==> config.mk <==
export PLATFORM = sky130hd
export DESIGN_NAME = terminal_key_decoder
export DESIGN_NICKNAME = d
export VERILOG_FILES = /design/src/sv/tkd_pkg.sv /design/src/sv/tkd_core.sv /design/src/sv/terminal_key_decoder.sv
export SDC_FILE = /design/constraint.sdc
export NUM_CORES = 1
export LEC_CHECK = 0
export BUFFER_PORTS_ARGS = -buffer_cell sky130_fd_sc_hd__buf_2
export CAP_MARGIN = 20
export CORE_UTILIZATION = 57
export CTS_BUF_LIST = sky130_fd_sc_hd__clkbuf_2 sky130_fd_sc_hd__clkbuf_4 sky130_fd_sc_hd__clkbuf_8
export CTS_CLUSTER_DIAMETER = 30
export DETAILED_ROUTE_END_ITERATION = 12
export HOLD_SLACK_MARGIN = 0.05
export PLACE_DENSITY_LB_ADDON = 0.08
export SLEW_MARGIN = 20
export SYNTH_ARGS = -nofsm -noshare
export SYNTH_HDL_FRONTEND = slang
export SYNTH_HIERARCHICAL = 1
export SYNTH_SLANG_ARGS = --single-unit
==> constraint.sdc <==
create_clock -name i_clk -period 7.3 [get_ports i_clk]
set_clock_uncertainty 0.05 [all_clocks]
set_input_delay 1.46 -clock i_clk [delete_from_list [all_inputs] [get_ports i_clk]]
set_output_delay 1.46 -clock i_clk [all_outputs]
set_load 0.02 [all_outputs]
==> src/sv/tkd_pkg.sv <==
// Package for the terminal key decoder: item structs, key and class codes,
// decoder mode encoding and byte constants. No dependencies.
package tkd_pkg;

    typedef struct packed {
        logic [1:0] req_type;
        logic [7:0] data_byte;
    } t_in_item;

    typedef struct packed {
        logic [4:0]  key_code;
        logic [31:0] char_bytes;
        logic [2:0]  char_len;
    } t_out_item;

    localparam logic [1:0] REQ_BYTE = 2'd0;
    localparam logic [1:0] REQ_TICK = 2'd1;
    localparam logic [1:0] REQ_EOF  = 2'd2;

    localparam logic [4:0] K_EOF   = 5'd0;
    localparam logic [4:0] K_CTRLA = 5'd1;
    localparam logic [4:0] K_CTRLC = 5'd2;
    localparam logic [4:0] K_CTRLD = 5'd3;
    localparam logic [4:0] K_CTRLE = 5'd4;
    localparam logic [4:0] K_CTRLN = 5'd5;
    localparam logic [4:0] K_CTRLP = 5'd6;
    localparam logic [4:0] K_CTRLU = 5'd7;
    localparam logic [4:0] K_ENTER = 5'd8;
    localparam logic [4:0] K_BKSP  = 5'd9;
    localparam logic [4:0] K_ESC   = 5'd10;
    localparam logic [4:0] K_UP    = 5'd11;
    localparam logic [4:0] K_DOWN  = 5'd12;
    localparam logic [4:0] K_RIGHT = 5'd13;
    localparam logic [4:0] K_LEFT  = 5'd14;
    localparam logic [4:0] K_HOME  = 5'd15;
    localparam logic [4:0] K_END   = 5'd16;
    localparam logic [4:0] K_CHAR  = 5'd17;

    typedef enum logic [3:0] {
        MODE_IDLE = 4'b0001,
        MODE_ESC  = 4'b0010,
        MODE_SEQ  = 4'b0100,
        MODE_UTF8 = 4'b1000
    } t_mode;

    typedef enum logic [1:0] {
        CLS_EMPTY = 2'd0,
        CLS_HOME  = 2'd1,
        CLS_END   = 2'd2,
        CLS_OTHER = 2'd3
    } t_cls;

    localparam logic [7:0] B_ESC     = 8'h1b;
    localparam logic [7:0] B_DEL     = 8'h7f;
    localparam logic [7:0] B_BS      = 8'h08;
    localparam logic [7:0] B_CR      = 8'h0d;
    localparam logic [7:0] B_LF      = 8'h0a;
    localparam logic [7:0] B_CSI     = 8'h5b;
    localparam logic [7:0] B_SS3     = 8'h4f;
    localparam logic [7:0] B_FIN_LO  = 8'h40;
    localparam logic [7:0] B_FIN_HI  = 8'h7e;
    localparam logic [7:0] B_SPACE   = 8'h20;
    localparam logic [9:0] WAIT_MAX  = 10'h3ff;

    localparam logic [9:0] TIMEOUT_RESET = 10'd50;

endpackage

==> src/sv/tkd_core.sv <==
// Decoder state and per-item next-state/result logic for the key decoder.
// Depends on tkd_pkg.
module tkd_core (
    input  logic              i_clk,
    input  logic              i_rst_n,
    input  logic              i_go,
    input  tkd_pkg::t_in_item i_item,
    input  logic [9:0]        i_timeout,
    output logic              o_fire,
    output tkd_pkg::t_out_item o_result
);
    import tkd_pkg::*;

    t_mode       r_mode, n_mode;
    logic [9:0]  r_wait, n_wait;
    t_cls        r_cls, n_cls;
    logic [31:0] r_buf, n_buf;
    logic [2:0]  r_held, n_held;
    logic [2:0]  r_need, n_need;

    logic [7:0]  c;
    logic [2:0]  extra;
    logic [9:0]  wait_inc;

    always_comb begin
        c        = i_item.data_byte;
        n_mode   = r_mode;
        n_wait   = r_wait;
        n_cls    = r_cls;
        n_buf    = r_buf;
        n_held   = r_held;
        n_need   = r_need;
        o_fire   = 1'b0;
        o_result = '0;
        extra    = 3'd0;
        wait_inc = (r_wait == WAIT_MAX) ? r_wait : r_wait + 10'd1;

        if (c[7:5] == 3'b110) begin
            extra = 3'd1;
        end else if (c[7:4] == 4'b1110) begin
            extra = 3'd2;
        end else if (c[7:3] == 5'b11110) begin
            extra = 3'd3;
        end

        case (i_item.req_type)
            REQ_BYTE: begin
                unique case (r_mode)
                    MODE_IDLE: begin
                        o_fire = 1'b1;
                        unique case (c)
                            8'h01: o_result.key_code = K_CTRLA;
                            8'h03: o_result.key_code = K_CTRLC;
                            8'h04: o_result.key_code = K_CTRLD;
                            8'h05: o_result.key_code = K_CTRLE;
                            8'h0e: o_result.key_code = K_CTRLN;
                            8'h10: o_result.key_code = K_CTRLP;
                            8'h15: o_result.key_code = K_CTRLU;
                            B_CR, B_LF: o_result.key_code = K_ENTER;
                            B_DEL, B_BS: o_result.key_code = K_BKSP;
                            B_ESC: begin
                                o_fire = 1'b0;
                                n_mode = MODE_ESC;
                                n_wait = '0;
                            end
                            default: begin
                                if (c < B_SPACE) begin
                                    o_fire = 1'b0;
                                end else if (extra == 3'd0) begin
                                    o_result.key_code   = K_CHAR;
                                    o_result.char_bytes = {24'd0, c};
                                    o_result.char_len   = 3'd1;
                                end else begin
                                    o_fire = 1'b0;
                                    n_buf  = {24'd0, c};
                                    n_held = 3'd1;
                                    n_need = extra + 3'd1;
                                    n_mode = MODE_UTF8;
                                end
                            end
                        endcase
                    end
                    MODE_ESC: begin
                        if (c == B_CSI || c == B_SS3) begin
                            n_mode = MODE_SEQ;
                            n_cls  = CLS_EMPTY;
                        end else begin
                            n_mode = MODE_IDLE;
                        end
                    end
                    MODE_SEQ: begin
                        if (c < B_FIN_LO || c > B_FIN_HI) begin
                            if (r_cls == CLS_EMPTY) begin
                                if (c == 8'h31 || c == 8'h37) begin
                                    n_cls = CLS_HOME;
                                end else if (c == 8'h34 || c == 8'h38) begin
                                    n_cls = CLS_END;
                                end else begin
                                    n_cls = CLS_OTHER;
                                end
                            end else begin
                                n_cls = CLS_OTHER;
                            end
                        end else begin
                            n_mode = MODE_IDLE;
                            o_fire = 1'b1;
                            unique case (c)
                                8'h41: o_result.key_code = K_UP;
                                8'h42: o_result.key_code = K_DOWN;
                                8'h43: o_result.key_code = K_RIGHT;
                                8'h44: o_result.key_code = K_LEFT;
                                8'h48: o_result.key_code = K_HOME;
                                8'h46: o_result.key_code = K_END;
                                B_FIN_HI: begin
                                    if (r_cls == CLS_HOME) begin
                                        o_result.key_code = K_HOME;
                                    end else if (r_cls == CLS_END) begin
                                        o_result.key_code = K_END;
                                    end else begin
                                        o_fire = 1'b0;
                                    end
                                end
                                default: o_fire = 1'b0;
                            endcase
                        end
                    end
                    MODE_UTF8: begin
                        n_buf  = r_buf | ({24'd0, c} << {r_held[1:0], 3'b000});
                        n_held = r_held + 3'd1;
                        if (n_held >= r_need) begin
                            n_mode              = MODE_IDLE;
                            o_fire              = 1'b1;
                            o_result.key_code   = K_CHAR;
                            o_result.char_bytes = n_buf;
                            o_result.char_len   = n_held;
                        end
                    end
                    default: n_mode = MODE_IDLE;
                endcase
            end
            REQ_TICK: begin
                if (r_mode == MODE_ESC) begin
                    n_wait = wait_inc;
                    if (wait_inc >= i_timeout) begin
                        n_mode            = MODE_IDLE;
                        o_fire            = 1'b1;
                        o_result.key_code = K_ESC;
                    end
                end
            end
            REQ_EOF: begin
                n_mode = MODE_IDLE;
                o_fire = 1'b1;
                if (r_mode == MODE_IDLE) begin
                    o_result.key_code = K_EOF;
                end else if (r_mode == MODE_UTF8) begin
                    o_result.key_code   = K_CHAR;
                    o_result.char_bytes = r_buf;
                    o_result.char_len   = r_held;
                end else begin
                    o_result.key_code = K_ESC;
                end
            end
            default: ;
        endcase
    end

    always_ff @(posedge i_clk) begin
        if (!i_rst_n) begin
            r_mode <= MODE_IDLE;
            r_wait <= '0;
            r_cls  <= CLS_EMPTY;
            r_buf  <= '0;
            r_held <= '0;
            r_need <= '0;
        end else if (i_go) begin
            r_mode <= n_mode;
            r_wait <= n_wait;
            r_cls  <= n_cls;
            r_buf  <= n_buf;
            r_held <= n_held;
            r_need <= n_need;
        end
    end

    always_ff @(posedge i_clk) begin
        if (i_rst_n && i_go && r_mode == MODE_UTF8 && i_item.req_type == REQ_BYTE) begin
            assert (r_held != 3'd0 && r_held < r_need)
                else $error("utf8 gather count out of range");
        end
    end

endmodule

==> src/sv/terminal_key_decoder.sv <==
// Terminal key decoder top level: input register, decoder core, result
// register and the APB-style timeout register. Depends on tkd_pkg, tkd_core.
// Items pass the input register; a key (if any) is then registered in the result register.
// Throughput: one item per cycle; input stalls only while a held item meets a stalled result.
// The decoder state updates in the cycle an item moves from input to result register.
// Reset (synchronous, active low): decoder idle, both stages empty, timeout 50 ticks.
module terminal_key_decoder (
    input  logic                i_clk,
    input  logic                i_rst_n,
    input  logic                i_in_valid,
    output logic                o_in_stall,
    input  tkd_pkg::t_in_item   i_in_item,
    output logic                o_out_valid,
    input  logic                i_out_stall,
    output tkd_pkg::t_out_item  o_out_item,
    input  logic                psel,
    input  logic                penable,
    input  logic                pwrite,
    input  logic [2:0]          paddr,
    input  logic [31:0]         pwdata,
    output logic [31:0]         prdata,
    output logic                pready
);
    import tkd_pkg::*;

    logic       r_in_valid;
    t_in_item   r_in_item;
    logic       r_out_valid;
    t_out_item  r_out_item;
    logic [9:0] r_timeout;

    logic       proc_go;
    logic       core_go;
    logic       core_fire;
    t_out_item  core_result;

    assign proc_go    = !r_out_valid || !i_out_stall;
    assign core_go    = r_in_valid && proc_go;
    assign o_in_stall = r_in_valid && !proc_go;
    assign o_out_valid = r_out_valid;
    assign o_out_item  = r_out_item;
    assign pready      = 1'b1;
    assign prdata      = (paddr[2] == 1'b0) ? {22'd0, r_timeout} : 32'd0;

    tkd_core u_core (
        .i_clk     (i_clk),
        .i_rst_n   (i_rst_n),
        .i_go      (core_go),
        .i_item    (r_in_item),
        .i_timeout (r_timeout),
        .o_fire    (core_fire),
        .o_result  (core_result)
    );

    always_ff @(posedge i_clk) begin
        if (!i_rst_n) begin
            r_in_valid  <= 1'b0;
            r_out_valid <= 1'b0;
            r_timeout   <= TIMEOUT_RESET;
        end else begin
            if (!o_in_stall) begin
                r_in_valid <= i_in_valid;
            end
            if (proc_go) begin
                r_out_valid <= core_go && core_fire;
            end
            if (psel && penable && pwrite && pready && paddr[2] == 1'b0) begin
                r_timeout <= pwdata[9:0];
            end
        end
    end

    always_ff @(posedge i_clk) begin
        if (!o_in_stall && i_in_valid) begin
            r_in_item <= i_in_item;
        end
        if (core_go && core_fire) begin
            r_out_item <= core_result;
        end
    end

    a_char_len: assert property (@(posedge i_clk) disable iff (!i_rst_n)
        o_out_valid && o_out_item.key_code == K_CHAR |->
            o_out_item.char_len != 3'd0 && o_out_item.char_len <= 3'd4)
        else $error("char item with bad length");

    a_nonchar_clean: assert property (@(posedge i_clk) disable iff (!i_rst_n)
        o_out_valid && o_out_item.key_code != K_CHAR |->
            o_out_item.char_len == 3'd0 && o_out_item.char_bytes == 32'd0)
        else $error("non-char item carries char bytes");

    a_stall_cause: assert property (@(posedge i_clk) disable iff (!i_rst_n)
        o_in_stall |-> r_in_valid && o_out_valid && i_out_stall)
        else $error("input stalled without a blocked result");

    a_key_range: assert property (@(posedge i_clk) disable iff (!i_rst_n)
        o_out_valid |-> o_out_item.key_code <= K_CHAR)
        else $error("key code out of range");

endmodule
**After elaboration in Yosys (flattened, before gate mapping)**

Cells that the tools add are included.

- Register bits: 116
- Bits of input ports: 52
- Output and inout port bits: 75
- Logic and storage cells: 176

- Add/subtract/negate cells: 3
- $lt $le $gt $ge: 5
- Eq/ne operators: 51
- Shift-type cells: 1
- Multiplexer cells: 64
- Bitwise logic cells: 5
- Reduce and logical (&&, ||, !) cells: 33

Operator list:

| cell | number |
|---|---|
| $pmux W35 S2 | 2 |
| $mux W40 | 3 |
| $mux W35 | 3 |
| $mux W32 | 3 |
| $eq A8 B7 Y1 const B | 10 |
| $pmux W32 S2 | 1 |
| $mux W10 | 5 |
| $pmux W5 S10 | 1 |
| $pmux W5 S7 | 1 |
| $eq A8 B4 Y1 const B | 4 |
| $eq A8 B6 Y1 const B | 4 |
| $or A32 B32 Y32 | 1 |
| $shl A8 B5 Y32 | 1 |
| $mux W5 | 6 |
| $pmux W5 S3 | 2 |
| $mux W4 | 7 |
| $eq A8 B5 Y1 const B | 3 |
| $pmux W10 S2 | 1 |
| $mux W3 | 6 |
| $eq A8 B3 Y1 const B | 2 |
| $pmux W4 S4 | 1 |
| $pmux W4 S3 | 1 |
| $reduce_and A6 Y1 | 2 |
| $reduce_or A12 Y1 | 1 |
| 43 further kinds | 91 |

**Depth between registers and ports, before layout**

- Depth in word-level cells: 11
- Mapped depth: 14
- Depth with buffers taken out: 14

**Modules after synthesis**

Netlist, hierarchy kept.

Modules (own cells, without submodules):

| module | times used | cells each | area an instance (um2) | seq. area each (um2) |
|---|---|---|---|---|
| tkd_core | 1 | 528 | 4001.3 | 1081.0 |
| terminal_key_decoder | 1 | 140 | 2254.7 | 1741.7 |

**Worst setup path after synthesis**

No wires, ideal clock.

- Path type: flip-flop to flip-flop
- From: reg u_core.r_wait[0]
- To: reg, netlist name o_out_item[0]
- Setup time: 451 ps
- Arrival: 4715 ps
- Data required time: 6799 ps
- Slack: 2084 ps
- Stages on the path, launching flop included: 14
- Buffers on the path: 0
- Period minus slack after synthesis: 5216 ps
- Cell sequence: dfxtp_1 > ha_1 > nand3_1 > nor4_2 > or3_1 > xnor2_1 > ha_1 > nand4_1 > o41a_1 > a21o_1 > a21oi_1 > o21bai_1 > nand2_1 > a21oi_1

- Cells in the longest elaborated chain, start to end: 7
- Elaborated cells between the ends (all ways): 8
- Those cells by class: add/sub (1); order compare (1); eq/ne (1); mux (4); reduce/logical (1)

RTL lines:

| element | line | text |
|---|---|---|
| start: declaration | tkd_core.sv:15 | `logic [9:0] r_wait, n_wait;` |
| start signal: assignment | tkd_core.sv:178 | `r_wait <= n_wait;` |
| $add A10 B1 Y10 or $eq A10 B10 Y1 (tied branches) | tkd_core.sv:36 | `wait_inc = (r_wait == WAIT_MAX) ? r_wait : r_wait + 10'd1;` |
| $mux W10 (*) | tkd_core.sv:36 |  |
| $ge A10 B10 Y1 (*) | tkd_core.sv:144 | `if (wait_inc >= i_timeout) begin` |
| $mux W1 (*) | tkd_core.sv:144 |  |
| $mux W1 (*) | tkd_core.sv:142 | `if (r_mode == MODE_ESC) begin` |
| $pmux W1 S3 (*) | tkd_core.sv:46 | `case (i_item.req_type)` |
| named net core_fire | terminal_key_decoder.sv:34 | `logic core_fire;` |
| $logic_and A1 B1 Y1 (*) | terminal_key_decoder.sv:77 | `if (core_go && core_fire) begin` |

Mark *: on every way through the listed nets, which the timed path passes. The rest lies on a longest branch.
A chain may end at the register's enable or synchronous reset.

**Worst setup path after layout**

- From: reg u_core.r_wait[0]
- To: reg, netlist name o_out_item[35]

- Cells in the longest elaborated chain, start to end: 7
- Elaborated cells between the ends (all ways): 8
- Those cells by class: add/sub (1); order compare (1); eq/ne (1); mux (4); reduce/logical (1)

RTL lines:

| element | line |
|---|---|
| $add A10 B1 Y10 or $eq A10 B10 Y1 (tied branches) | tkd_core.sv:36 |
| $mux W10 (*) | tkd_core.sv:36 |
| $ge A10 B10 Y1 (*) | tkd_core.sv:144 |
| $mux W1 (*) | tkd_core.sv:144 |
| $mux W1 (*) | tkd_core.sv:142 |
| $pmux W1 S3 (*) | tkd_core.sv:46 |
| named net core_fire | terminal_key_decoder.sv:34 |
| $logic_and A1 B1 Y1 (*) | terminal_key_decoder.sv:77 |

Marked as above.

==> impl_metrics.py <==
metrics = {
    "worst_setup_path": {
        "crit_fanout": 40,
        "critPathRequiredTime_ns": 7.32,
        "endpoint_kind": "flip-flop",
        "rrSetupSlack_ns": 2.92,
        "start_kind": "flip-flop",
        "cp.arrival_ns": 4.40,
        "crit_type": "reg2reg",
        "r2r_cells": 14,
    },
    "route": {
        "drt_pre_antenna_iters": 5,
        "drtIter0Drc": 455,
        "wl_met2_um": 6950,
        "via_per_inst": 5.93,
        "vias": 5209,
        "ant_nets": 0,
        "top_layer_used": "met4",
        "route.detailed.drc": 0,
        "routedWlPerCell_um": 16.4,
        "m1WireLength_um": 6380,
        "wl_met3_um": 914,
        "wl_um": 14400,
    },
    "sta": {
        "rsz0062_at_grt": "false",
        "setup_violations": 0,
        "period_needed_ns": 4.38,
        "slew_viol_final": 0,
        "period_share": 0.600,
        "tightestPinTransition_ns": 1.02,
        "max_slew_margin": 0.322,
        "final-hold-violation-count": 0,
        "maxClockFrequency_ghz": 0.228,
        "fin_setup_tns_ns": 0,
        "setup_slack_ns": 2.92,
    },
    "power_and_ir_drop": {
        "ir_worst_vdd_mv": 0.133,
        "p_total_mw": 1.42,
        "cellPowerDensity_nw_per_um2": 202,
        "p_leak_nw": 2.76,
    },
    "floorplanning": {
        "initial_core_util": 0.598,
        "rows": 37,
        "coreArea_um2": 10500,
        "die_w_um": 107,
        "die_h_um": 107,
        "dieArea_um2": 11400,
        "ioPinCount": 127,
    },
    "global_route": {
        "globalRouteTotalUtil": 0.265,
        "overflow": 0,
        "grt_max_degree": 41,
        "grt_pass1_vias": 4839,
        "grt_pass1_wl_um": 23300,
        "antenna_found_initial": 0,
    },
    "synth": {
        "synth_top_area_frac": 0.240,
        "synth.distinct_cells": 67,
        "post-synth-top-area-cell": "edfxtp_1",
        "synthFlopType": "dfxtp_1",
        "ys_seq_area_frac": 0.451,
        "ys_warn_count": 6,
        "synth_area_um2": 6260,
        "syn_inst": 668,
        "synth_edf_count": 50,
        "yosys-top-cells-count": "70 x nor2_1, 66 x dfxtp_1, 59 x nand2_1",
        "yosys_register_bits": 116,
        "syn_area_per_cell_um2": 9.37,
        "yosys-top-cells-area": "edfxtp_1 24%, dfxtp_1 21%, ha_1 4.8%",
        "yosysMostFrequentCell": "nor2_1",
        "synth_async_sr_flop_share": 0,
    },
    "clock_network": {
        "post_cts_buffers": 0,
        "cts_hold_buffers": 0,
        "clk_pin_slew_worst_paths_ns": 0.08,
        "post_cts_resized": 0,
        "clock_sinks": 116,
        "cts_tree": "done",
        "clock_path_buffers": 2,
        "htree_levels": 4,
        "root_buffer": "clkbuf_8",
        "insertion_delay_ns": 0.44,
        "cts_buffers": 17,
    },
    "finish": {
        "drive_above_1_share": 0.185,
        "fin_area_um2": 7040,
        "fin_nets": 805,
        "area_growth_pct": 12.5,
        "diodes": 0,
        "final_cells": 878,
    },
    "place": {
        "dp.cells": 844,
        "dp_hpwl_um": 9830,
        "pre_cts_slack_ns": 2.98,
        "place_congestion": 0.908,
        "place_area_um2": 6590,
        "port_buffers": 79,
    },
    "job": {
        "max_cap_violations": 0,
    },
    "min_path": {
        "min_path_cells": 2,
        "worstHoldPathType": "reg2reg",
    },
    "status": {
        "status": "finished, final reports clean",
    },
}
## critical path, stage by stage (launching register included)
cell and delay (ns):
dfxtp_1 0.41, ha_1 0.24, nand3_1 0.17, nor4_2 0.58, or3_1 0.29, xnor2_1 0.08
ha_1 0.30, nand4_1 0.13, o41a_1 0.46, a21o_1 0.20, a21oi_1 0.17, o21bai_1 0.19
nand2_1 0.14, a21oi_4 0.11, buf_4 0.44
## kinds of logic after synthesis
| kind of cell | after synthesis | share of synthesized area |
|---|---|---|
| flip-flops | 116 | 0.451 |
| AO/OA/AOI/OAI | 163 | 0.176 |
| XOR/XNOR | 11 | 0.0154 |
| other | 2 | 0.00120 |
| buffers and inverters | 87 | 0.0700 |
| AND/OR/NAND/NOR | 240 | 0.197 |
| adder cells (fa/ha/maj) | 24 | 0.0480 |
| multiplexers | 25 | 0.0414 |
## power by group
part | switching [mW] | internal, mW | leakage (nW)
logic | 0.0763 | 0.0394 | 1.57
clock network | 0.263 | 0.338 | 0.191
registers | 0.0204 | 0.687 | 1.00
total | 0.359 | 1.06 | 2.76
## metal layers
layer / global-route usage / vias to the layer above
met3: 0.0547 / 16
met2: 0.426 / 210
li1: - / 2491
met1: 0.344 / 2492
met5: 0 / -
met4: 0.116 / 0
## through the flow
stage          hold WS, ns  utilization
3_5_place_dp         0.408        0.630
2_1_floorplan        0.388            -
4_1_cts              0.420        0.669
5_1_grt              0.443        0.673
6_report             0.423        0.673
3_3_place_gp         0.399        0.630
## flip-flops by register name, indices dropped and copies added (netlist names)
| name | count |
|---|---|
| u_core/r_need | 3 |
| o_out_item | 40 |
| u_core/r_cls | 2 |
| r_timeout | 10 |
| o_out_valid | 1 |
| r_in_valid | 1 |
| u_core/r_buf | 32 |
| r_in_item | 10 |
| u_core/r_mode | 4 |
| u_core/r_wait | 10 |
| u_core/r_held | 3 |
## path summary, 6_finish.rpt
path / start / to
worst max register to register: u_core/r_wait[0]$_SDFFE_PN0P_ / o_out_item[35]$_DFFE_PP_
worst max-delay path: u_core/r_wait[0]$_SDFFE_PN0P_ / o_out_item[35]$_DFFE_PP_
worst min register to register: r_timeout[6]$_SDFFE_PN0P_ / r_timeout[6]$_SDFFE_PN0P_
worst min-delay path: r_timeout[6]$_SDFFE_PN0P_ / r_timeout[6]$_SDFFE_PN0P_
## final cells by class
class | count | area, um2
fill | 890 | 3420
sequential | 116 | 2820
multi-input combinational | 486 | 3090
tap | 136 | 170
clock buffer | 18 | 241
timing repair buffer | 86 | 475
clock inverter | 14 | 163
inverter | 22 | 82.6
## cells in the final DEF (no fill, tap or decap), drive strengths merged, types with 7 or more instances in the layout
| master | instances |
|---|---|
| inv | 21 |
| conb | 23 |
| or3 | 10 |
| clkbuf | 18 |
| nor3 | 14 |
| nand2 | 59 |
| nor2 | 70 |
| a22oi | 16 |
| dfxtp | 66 |
| nand2b | 10 |
| a22o | 32 |
| edfxtp | 50 |
| ha | 24 |
| a21oi | 46 |
| mux2i | 21 |
| nor4b | 7 |
| nor2b | 20 |
| nand3 | 15 |
| clkinv | 8 |
| buf | 86 |
| o21ai | 24 |
| xnor2 | 7 |
(Power assumes the default switching activity.)
